$ cat src/rtl/core/u8u2_pkg.sv
// Shared types, constants and a helper function for the UTF-8 to UCS-2 decoder.
// Depends on nothing; used by u8u2_step and utf8_to_ucs2_decoder_top.
package u8u2_pkg;

    localparam int BYTE_W = 8;
    localparam int CODE_W = 16;
    localparam int PEND_W = 3;
    localparam int LONES_W = 4;

    // Code unit given in place of a sequence that is four or more bytes long.
    localparam logic [CODE_W-1:0] SUBST_CODE = 16'h2020;

    // Decoder state carried from one byte to the next.
    typedef struct packed {
        logic [PEND_W-1:0] pend;
        logic [CODE_W-1:0] partial;
        logic              skip;
    } t_dec_state;

    // What one byte produces on the result side.
    typedef struct packed {
        logic              valid;
        logic [CODE_W-1:0] code;
        logic              repl;
    } t_dec_result;

    // Count of leading one bits of a byte, 0 to 8.
    function automatic logic [LONES_W-1:0] lead_ones(input logic [BYTE_W-1:0] b);
        logic [LONES_W-1:0] cnt;
        logic               run;
        cnt = '0;
        run = 1'b1;
        for (int i = BYTE_W - 1; i >= 0; i--) begin
            if (run && b[i]) begin
                cnt = cnt + LONES_W'(1);
            end else begin
                run = 1'b0;
            end
        end
        return cnt;
    endfunction

endpackage

$ cat src/rtl/core/u8u2_step.sv
// Combinational per-byte decode step: next decoder state and optional result.
// Depends on u8u2_pkg.
module u8u2_step (
    input  u8u2_pkg::t_dec_state        i_state,
    input  logic [u8u2_pkg::BYTE_W-1:0] i_byte,
    input  logic                        i_last,
    output u8u2_pkg::t_dec_state        o_state,
    output u8u2_pkg::t_dec_result       o_result
);
    import u8u2_pkg::*;

    logic [LONES_W-1:0] lones;
    logic [CODE_W-1:0]  shifted;

    assign lones   = lead_ones(i_byte);
    assign shifted = {i_state.partial[CODE_W-7:0], i_byte[5:0]};

    always_comb begin
        o_state  = i_state;
        o_result = '0;
        if (i_state.skip) begin
            // Discard the tail of an unsupported sequence.
            if (i_state.pend != '0) begin
                o_state.pend = i_state.pend - PEND_W'(1);
            end
            if (o_state.pend == '0) begin
                o_state.skip = 1'b0;
            end
        end else if (i_state.pend != '0) begin
            // Continuation bytes are not checked; their low six bits are taken.
            o_state.partial = shifted;
            o_state.pend    = i_state.pend - PEND_W'(1);
            if (o_state.pend == '0) begin
                o_result.valid  = 1'b1;
                o_result.code   = shifted;
                o_state.partial = '0;
            end
        end else begin
            case (lones) inside
                [0:1]: begin
                    // ASCII or a stray continuation byte passes through.
                    o_result.valid = 1'b1;
                    o_result.code  = {{(CODE_W-BYTE_W){1'b0}}, i_byte};
                end
                2: begin
                    o_state.partial = {{(CODE_W-5){1'b0}}, i_byte[4:0]};
                    o_state.pend    = PEND_W'(1);
                end
                3: begin
                    o_state.partial = {{(CODE_W-4){1'b0}}, i_byte[3:0]};
                    o_state.pend    = PEND_W'(2);
                end
                default: begin
                    o_result.valid = 1'b1;
                    o_result.code  = SUBST_CODE;
                    o_result.repl  = 1'b1;
                    o_state.pend   = PEND_W'(lones - LONES_W'(1));
                    o_state.skip   = 1'b1;
                end
            endcase
        end
        // The last byte of a stream drops any open sequence.
        if (i_last) begin
            o_state = '0;
        end
    end

endmodule

$ cat src/rtl/core/utf8_to_ucs2_decoder_top.sv
// Top level of the UTF-8 to UCS-2 decoder: input register, decode step, result register.
// Depends on u8u2_pkg and u8u2_step.
//
//  Channel   | Direction | Word contents (low bit up)          | Sideband
//  s_axis    | in        | tdata[7:0] byte                     | tlast = last byte of stream
//  m_axis    | out       | tdata[15:0] code unit               | tuser = replaced flag
//
// One byte is accepted per clock when the output side keeps up. An accepted byte is
// registered in the input register. While it sits there its decode step runs as short
// combinational logic, and once the result register is free any code unit lands in
// that register, from which it is offered on m_axis. Reset is synchronous and active
// low; it clears the decoder state and both valid flags. A stall on m_axis holds the
// result register and, through the shared advance condition, the input register;
// s_axis stays ready while the input register is empty.
module utf8_to_ucs2_decoder_top (
    input  logic                        i_clk,
    input  logic                        i_rst_n,
    input  logic                        i_s_axis_tvalid,
    output logic                        o_s_axis_tready,
    input  logic [u8u2_pkg::BYTE_W-1:0] i_s_axis_tdata,   // [7:0] byte_in
    input  logic                        i_s_axis_tlast,   // last_byte
    output logic                        o_m_axis_tvalid,
    input  logic                        i_m_axis_tready,
    output logic [u8u2_pkg::CODE_W-1:0] o_m_axis_tdata,   // [15:0] code_unit
    output logic                        o_m_axis_tuser    // [0] replaced
);
    import u8u2_pkg::*;

    // Input register.
    logic              r_in_valid;
    logic [BYTE_W-1:0] r_in_byte;
    logic              r_in_last;

    // Decoder state.
    t_dec_state r_state;
    t_dec_state n_state;
    t_dec_result step_res;

    // Result register.
    logic              r_out_valid;
    logic [CODE_W-1:0] r_out_code;
    logic              r_out_repl;

    logic out_free;
    logic step_fire;
    logic in_ready;

    // The result slot can take a new word if it is empty or being drained now.
    assign out_free  = !r_out_valid || i_m_axis_tready;
    assign step_fire = r_in_valid && out_free;
    assign in_ready  = !r_in_valid || out_free;

    u8u2_step u_step (
        .i_state  (r_state),
        .i_byte   (r_in_byte),
        .i_last   (r_in_last),
        .o_state  (n_state),
        .o_result (step_res)
    );

    always_ff @(posedge i_clk) begin
        if (!i_rst_n) begin
            r_in_valid <= 1'b0;
        end else if (in_ready) begin
            r_in_valid <= i_s_axis_tvalid;
        end
    end

    always_ff @(posedge i_clk) begin
        if (in_ready && i_s_axis_tvalid) begin
            r_in_byte <= i_s_axis_tdata;
            r_in_last <= i_s_axis_tlast;
        end
    end

    always_ff @(posedge i_clk) begin
        if (!i_rst_n) begin
            r_state <= '0;
        end else if (step_fire) begin
            r_state <= n_state;
        end
    end

    always_ff @(posedge i_clk) begin
        if (!i_rst_n) begin
            r_out_valid <= 1'b0;
        end else if (step_fire) begin
            r_out_valid <= step_res.valid;
        end else if (i_m_axis_tready) begin
            r_out_valid <= 1'b0;
        end
    end

    always_ff @(posedge i_clk) begin
        if (step_fire && step_res.valid) begin
            r_out_code <= step_res.code;
            r_out_repl <= step_res.repl;
        end
    end

    assign o_s_axis_tready = in_ready;
    assign o_m_axis_tvalid = r_out_valid;
    assign o_m_axis_tdata  = r_out_code;
    assign o_m_axis_tuser  = r_out_repl;

    // While skipping, at least one byte of the bad sequence is still owed.
    a_skip_pending: assert property (@(posedge i_clk) disable iff (!i_rst_n)
        r_state.skip |-> (r_state.pend != '0))
        else $error("skip mode with nothing left to skip");

    // A normal sequence never owes more than two continuation bytes.
    a_pend_range: assert property (@(posedge i_clk) disable iff (!i_rst_n)
        !r_state.skip |-> (r_state.pend <= PEND_W'(2)))
        else $error("pending count out of range outside skip mode");

    // No payload lingers once a sequence is closed.
    a_partial_clear: assert property (@(posedge i_clk) disable iff (!i_rst_n)
        (r_state.pend == '0) |-> (r_state.partial == '0))
        else $error("partial code left over with no open sequence");

    // A replaced word always carries the substitute code.
    a_subst_code: assert property (@(posedge i_clk) disable iff (!i_rst_n)
        (r_out_valid && r_out_repl) |-> (r_out_code == SUBST_CODE))
        else $error("replaced flag without substitute code");

    // The last byte of a stream leaves the decoder in its reset state.
    a_last_resets: assert property (@(posedge i_clk) disable iff (!i_rst_n)
        (step_fire && r_in_last) |=> (r_state == '0))
        else $error("state not cleared after last byte");

endmodule

$ cat config.mk
export PLATFORM = sky130hd
export DESIGN_NAME = utf8_to_ucs2_decoder_top
export DESIGN_NICKNAME = d
export VERILOG_FILES = /design/src/rtl/core/u8u2_pkg.sv /design/src/rtl/core/u8u2_step.sv /design/src/rtl/core/utf8_to_ucs2_decoder_top.sv
export SDC_FILE = /design/constraint.sdc
export NUM_CORES = 1
export LEC_CHECK = 0
export BUFFER_PORTS_ARGS = -buffer_cell sky130_fd_sc_hd__buf_4
export CORE_MARGIN = 10
export CORE_UTILIZATION = 30
export CTS_BUF_LIST = sky130_fd_sc_hd__clkbuf_4 sky130_fd_sc_hd__clkbuf_8 sky130_fd_sc_hd__clkbuf_16
export CTS_CLUSTER_DIAMETER = 40
export DETAILED_ROUTE_END_ITERATION = 10
export HOLD_SLACK_MARGIN = 0.02
export SLEW_MARGIN = 40
export SYNTH_ARGS = -nofsm -noshare
export SYNTH_HDL_FRONTEND = slang
export SYNTH_SLANG_ARGS = --single-unit
$ cat constraint.sdc
create_clock -name i_clk -period 19.05 [get_ports i_clk]
set_input_delay 0 -clock i_clk [delete_from_list [all_inputs] [get_ports i_clk]]
set_output_delay 0 -clock i_clk [all_outputs]
set_load 0.02 [all_outputs]
-- After elaboration in Yosys (flattened, before gate mapping)
Cells that the tools add are included.
- add/subtract/negate cells: 9
- $lt $le $gt $ge: 2
- equal/unequal tests: 5
- muxes and demuxes: 42
- reduce and logical (&&, ||, !) cells: 22
- operators with widths (cell ; number):
    $mux 17 ; 5
    $mux 16 ; 5
    $add 4x1->4 const B ; 7
    $mux 4 ; 7
    $mux 20 ; 1
    $mux 19 ; 1
    $mux 18 ; 1
    $mux 3 ; 6
    $mux 1 ; 16
    $logic_and 1x1->1 ; 11
    $eq 4x2->1 const B ; 2
    $logic_not 3->1 ; 2
    $sub 3x1->3 const B ; 2
    $ge 4x1->1 const B ; 1
    $le 4x1->1 const B ; 1
    $ne 4x3->1 const B ; 1
    $reduce_and 4->1 ; 1
    $reduce_bool 4->1 ; 1
    $ne 3x2->1 const B ; 1
    $reduce_bool 3->1 ; 1
    $logic_not 1->1 ; 2
    $logic_or 1x1->1 ; 2
    $ne 2x2->1 const B ; 1
    $reduce_and 2->1 ; 1
    $reduce_bool 2->1 ; 1
- register bits: 42
- bits of input ports: 13

-- Logic depth before layout (Yosys ltp)
- depth in word-level cells: 22
- gate-level depth with buffers: 27
- gate-level depth less buffers: 27

-- Hierarchy
Synthesis repeated with hierarchy kept, for this count alone.
- cell total of the unflattened synthesis: 335
- area, all modules: 3113.0 µm²
- modules (own cells, without submodules) (module ; instances ; cells an instance ; area an instance (µm²) ; sequential area each (µm²)):
    utf8_to_ucs2_decoder_top ; 1 ; 125 ; 1704.1 ; 1221.2
    u8u2_step ; 1 ; 210 ; 1408.9 ; 0.0

-- Worst setup path after synthesis
No wires, ideal clock.
- path kind: reg-to-reg
- start: reg r_in_byte[7]
- end: reg r_out_code[0], in the netlist o_m_axis_tdata[0] (enable)
- setup time: 0.375 ns
- data arrival time: 5.674 ns
- data required time: 18.675 ns
- setup slack: 13.001 ns
- cell stages (with the launch flop): 24
- buffers on the path: 0
- path through: edfxtp_1 and2b_2 ha_1 o21a_1 ha_1 mux2i_1 a21oi_1 ha_1 inv_1 o21ai_0 ha_1 mux2i_1 o21ai_0 ha_1 mux2i_1 a21oi_1 mux2_4 ha_1 mux2_2 ha_1 or2_2 or3_1 a311oi_4 o311a_1
- cells in the longest elaborated chain, start to end: 22
- elaborated cells between the ends (all ways): 40
- RTL lines (item ; RTL line ; text):
    start: declaration ; utf8_to_ucs2_decoder_top.sv:31 ; logic [BYTE_W-1:0] r_in_byte;
    start signal: assignment ; utf8_to_ucs2_decoder_top.sv:71 ; r_in_byte <= i_s_axis_tdata;
    $mux 1 ; u8u2_pkg.sv:34 ; if (run && b[i]) begin
    $add 4x1->4 / $logic_and 1x1->1 (equally long branches) ; u8u2_pkg.sv:35, u8u2_pkg.sv:34 ;
    $mux 4 / $mux 1 (equally long branches) ; u8u2_pkg.sv:34 ;
    $add 4x1->4 / $logic_and 1x1->1 (equally long branches) ; u8u2_pkg.sv:35, u8u2_pkg.sv:34 ;
    $mux 4 / $mux 1 (equally long branches) ; u8u2_pkg.sv:34 ;
    $add 4x1->4 / $logic_and 1x1->1 (equally long branches) ; u8u2_pkg.sv:35, u8u2_pkg.sv:34 ;
    $mux 4 / $mux 1 (equally long branches) ; u8u2_pkg.sv:34 ;
    $add 4x1->4 / $logic_and 1x1->1 (equally long branches) ; u8u2_pkg.sv:35, u8u2_pkg.sv:34 ;
    [5 not listed] ; - ;
    $add 4x1->4 / $logic_and 1x1->1 (equally long branches) ; u8u2_pkg.sv:35, u8u2_pkg.sv:34 ;
    $mux 4 * ; u8u2_pkg.sv:34 ;
    $eq 4x2->1 (no source line) ; - ;
    $mux 17 (2 in a row) ; u8u2_step.sv:39 ; case (lones) inside
    $mux 17 * ; u8u2_step.sv:39 ;
    $mux 17 * ; u8u2_step.sv:29 ; end else if (i_state.pend != '0) begin
    $mux 18 * ; u8u2_step.sv:21 ; if (i_state.skip) begin
    $logic_and 1x1->1 * ; utf8_to_ucs2_decoder_top.sv:95 ; if (step_fire && step_res.valid) begin
    end signal: assignment ; utf8_to_ucs2_decoder_top.sv:96 ; r_out_code <= step_res.code;
    end: declaration ; utf8_to_ucs2_decoder_top.sv:41 ; logic [CODE_W-1:0] r_out_code;
Every way passes the cells marked *; elsewhere a longest branch is shown, timed or not.
A chain may end at the register's enable or synchronous reset.

-- Final worst setup path
- start: reg r_in_byte[7]
- end: reg r_out_code[12], in the netlist o_m_axis_tdata[12] (enable)
The elaborated chain is that of the path after synthesis.

==> reports/metrics.cfg <==
[power]
p_seq_share_pct = 45.9
pwr-share-comb_pct = 17.7
power.leakage_nw = 1.22
internal-power_mw = 0.173
swShare_pct = 25.3
p_switching_mw = 0.0586
ir_worst_vdd_mv = 0.0397
power.density_nw_per_um2 = 76.4
total_power_mw = 0.232
pwr-share-clk_pct = 36.4

[cts]
htree_levels = 2
cts_buffers = 5
cts_tree = built
cts_sinks = 42
root_buffer = clkbuf_8
cts.clk_slew.worst_paths_ns = 0.08
clockBufferDepth = 2
cts_setup_buffers = 0
clkLatencyLatePin_ns = 0.29

[layout]
multi_input_area_um2 = 1270
area_growth_pct = 23.8
num-fill-cells = 794
regArea_um2 = 1100
diodes = 0
fin_area_um2 = 3030
drive_gt1_share_pct = 21.7
instances_no_fill = 374
nNetsFinal = 297

[setup_path]
crit_chain = and2b_2, ha_1, o21a_1, ha_1, mux2i_1, a21oi_1, ha_1, inv_1, o21ai_0, ha_1, mux2i_1, o21ai_0, ha_1, mux2i_1, a21oi_1, mux2_4, ha_1, mux2_2, ha_1, or2_2, or3_1, a311oi_4, o311a_1
cp.buffers_inverters = 1
cp_top_family = adder cells
critical_path_cell_count = 23
critical_path.endpoint_type = flop
crit_top_cell = ha_1
ff2ff_setup_slack_ns = 12.39
worstSetupPathType = reg -> reg
crit_arrival_ns = 6.58
critPathRequiredTime_ns = 18.98
cpPeakStageDelay_ns = 0.70
ff2ff_path_depth = 23
crit_fanout = 17
timing.rr.end = o_m_axis_tdata[12]
crit_path_top_delay_cell = o311a_1
startpoint_type = flop
r2r-start = r_in_byte[7]

[synthesis]
yosys.area.top_type_share_pct = 31.9
synthesis.instances = 227
synthTopCellsByCount = edfxtp_1, nand2_1, dfxtp_1
synth_seq_cells = 42
synth_area_per_cell_um2 = 10.8
synth_area_leaders = edfxtp_1, dfxtp_1, ha_1, a22o_1, o21ai_0
ys_types = 63
synth_compound_area_share_pct = 21.1
synth_xor_area_share_pct = 2.35
yosys_warnings = 0
synth-simple-area-share_pct = 19.3
synth-edff-count = 26
yosysSeqAreaShare_pct = 44.9
synth_top_family_by_area = compound AO/OA/AOI/OAI gates
yosysMostFrequentCell = edfxtp_1
ys_async_sr_fraction_pct = 0
synth.area.mux_share_pct = 2.30
synth_area_um2 = 2450
syn-num-nets = 253
ys.flop_type = edfxtp_1
synth_fa_ha_area_share_pct = 6.64
synth_top_cell_by_area = edfxtp_1

[die]
num_io_pins = 32
die_area_um2 = 12200
start_util_pct = 31.2
die_w_um = 110
die_h_um = 110
num_rows = 32
coreArea_um2 = 7850

[drt]
drt_iter0_drc = 110
ant_nets = 0
dr.pass1.iters = 4
drcViolationCount = 0
routedWlPerCell_um = 14.4
wl_mm = 5.39
vias_per_cell = 4.92
dr_total_vias = 1840

[sta]
fin_setup_tns_ns = 0
finalSetupViolations = 0
min_period_over_period_pct = 34.9
hold_viol = 0
rsz0062_at_grt = false
max_slew_margin_pct = 49.0
fin_worst_skew_ns = 0.00532
worst_slew_pin_slew_ns = 0.763
max_freq_ghz = 0.150
fin_crit_ns = 6.66
drv_slew = 0

[worst_hold_path]
hold_start = i_m_axis_tready
hold_path_class = in -> reg
hold_end = o_m_axis_tvalid
hold_depth = 3

[placed_design]
placed_cell_area_um2 = 2780
gp_congestion = 0.795
placedCellCount = 354
dp_hpwl_mm = 4.09
port_buffers = 31

[grt]
overflow = 0
grt_usage_pct = 8.72
grt_pass1_wl_mm = 8.49
antenna_found_initial = 0
grt_max_degree = 18
grt_pass1_vias = 1806

[run_status]
status = complete, no violations

[flow_run]
maxCapViolations = 0

==> power groups by stage <==
| stage | sequential [mW] | combinational [mW] | clock [mW] |
|---|---|---|---|
| global route | 0.107 | 0.0455 | 0.0897 |
| CTS | 0.106 | 0.0415 | 0.0866 |
| global placement | 0.108 | 0.0388 | 0 |
| finish | 0.106 | 0.0411 | 0.0844 |
| detailed placement | 0.109 | 0.0393 | 0 |
| floorplan | 0.110 | 0.0252 | 0 |
==> tightest hold or removal path: cells and delay by family <==
kind / cells / cell delay (ns)
AND/OR/NAND/NOR: 1 / 0.14
AO/OA/AOI/OAI: 1 / 0.07
buffers and inverters: 1 / 0.08
==> metrics by stage <==
stage	setup WS, ns	hold slack, ns	util (%)
floorplan	13.00	0.0989	-
CTS	12.42	0.0400	38.7
global placement	12.68	0.178	35.4
detailed placement	12.48	0.180	35.4
global route	11.97	0.0520	38.7
finish	12.39	0.0389	38.7
==> worst max path at each step <==
stage / start / end / slack (ns)
floorplan: r_in_byte[7] / o_m_axis_tdata[0] / 13.00
global placement: r_in_byte[7] / o_m_axis_tdata[4] / 12.68
detailed placement: r_in_byte[7] / o_m_axis_tdata[0] / 12.48
CTS: r_in_byte[7] / o_m_axis_tdata[0] / 12.42
global route: r_in_byte[7] / o_m_axis_tdata[4] / 11.97
finish: r_in_byte[7] / o_m_axis_tdata[12] / 12.39
==> layout make-up <==
cell class | count | area share [%]
clock buffers | 5 | 2.27
clock inverters | 3 | 2.27
well taps | 102 | 4.21
multi-input cells | 166 | 41.7
inverters | 13 | 1.61
repair buffers | 43 | 11.6
flip-flops and latches | 42 | 36.3
==> what timing repair did <==
item / in CTS / in global routing
gates resized for setup: 0 / 0
setup endpoints to repair: 0 / 0
endpoints found under the hold margin: 12 / 0
hold buffers: 12 / 0
==> placed cells by master, fill, tap and decap left out, types with 3 or more instances in the layout <==
cell and n:
nand3b_1 3, a21boi_0 3, buf_4 31, nand4_1 3
edfxtp_1 26, nand2_1 17, inv_1 13, clkbuf_8 5
o21ai_0 14, a21oi_1 7, nor2_1 10, mux2i_1 3
and3_4 3, xor2_1 3, nor3_1 4, nor2b_1 8
ha_1 13, nand3_1 4, nand2b_1 3, a22o_1 11
dlygate4sd3_1 12, dfxtp_1 16, and2_1 9
==> layer usage <==
metal / part of all wire, % / vias to the layer above / GRT usage (%) / wire (um)
li1: - / 934 / - / -
met1: 45 / 863 / 9.98 / 2410
met2: 49 / 36 / 15.6 / 2630
met3: 4.9 / 7 / 1.92 / 266
met4: 1.5 / 0 / 3.12 / 81
met5: 0 / - / 0 / 0
==> cells by family after synthesis <==
| family | Yosys count |
|---|---|
| muxes | 5 |
| adders and majority gates | 13 |
| xor gates and xnor gates | 5 |
| DFF | 42 |
| buffers and inverters | 19 |
| and+or+nand+nor | 77 |
| AOI/OAI and AO/OA | 66 |
==> sequential cells by signal, summed over array words and instances, names as in the netlist <==
signal           flops
r_in_valid           1
r_state             14
o_m_axis_tdata      16
r_in_byte            8
r_in_last            1
o_m_axis_tvalid      1
o_m_axis_tuser       1
No activity file was read; power rests on OpenSTA's default activity.
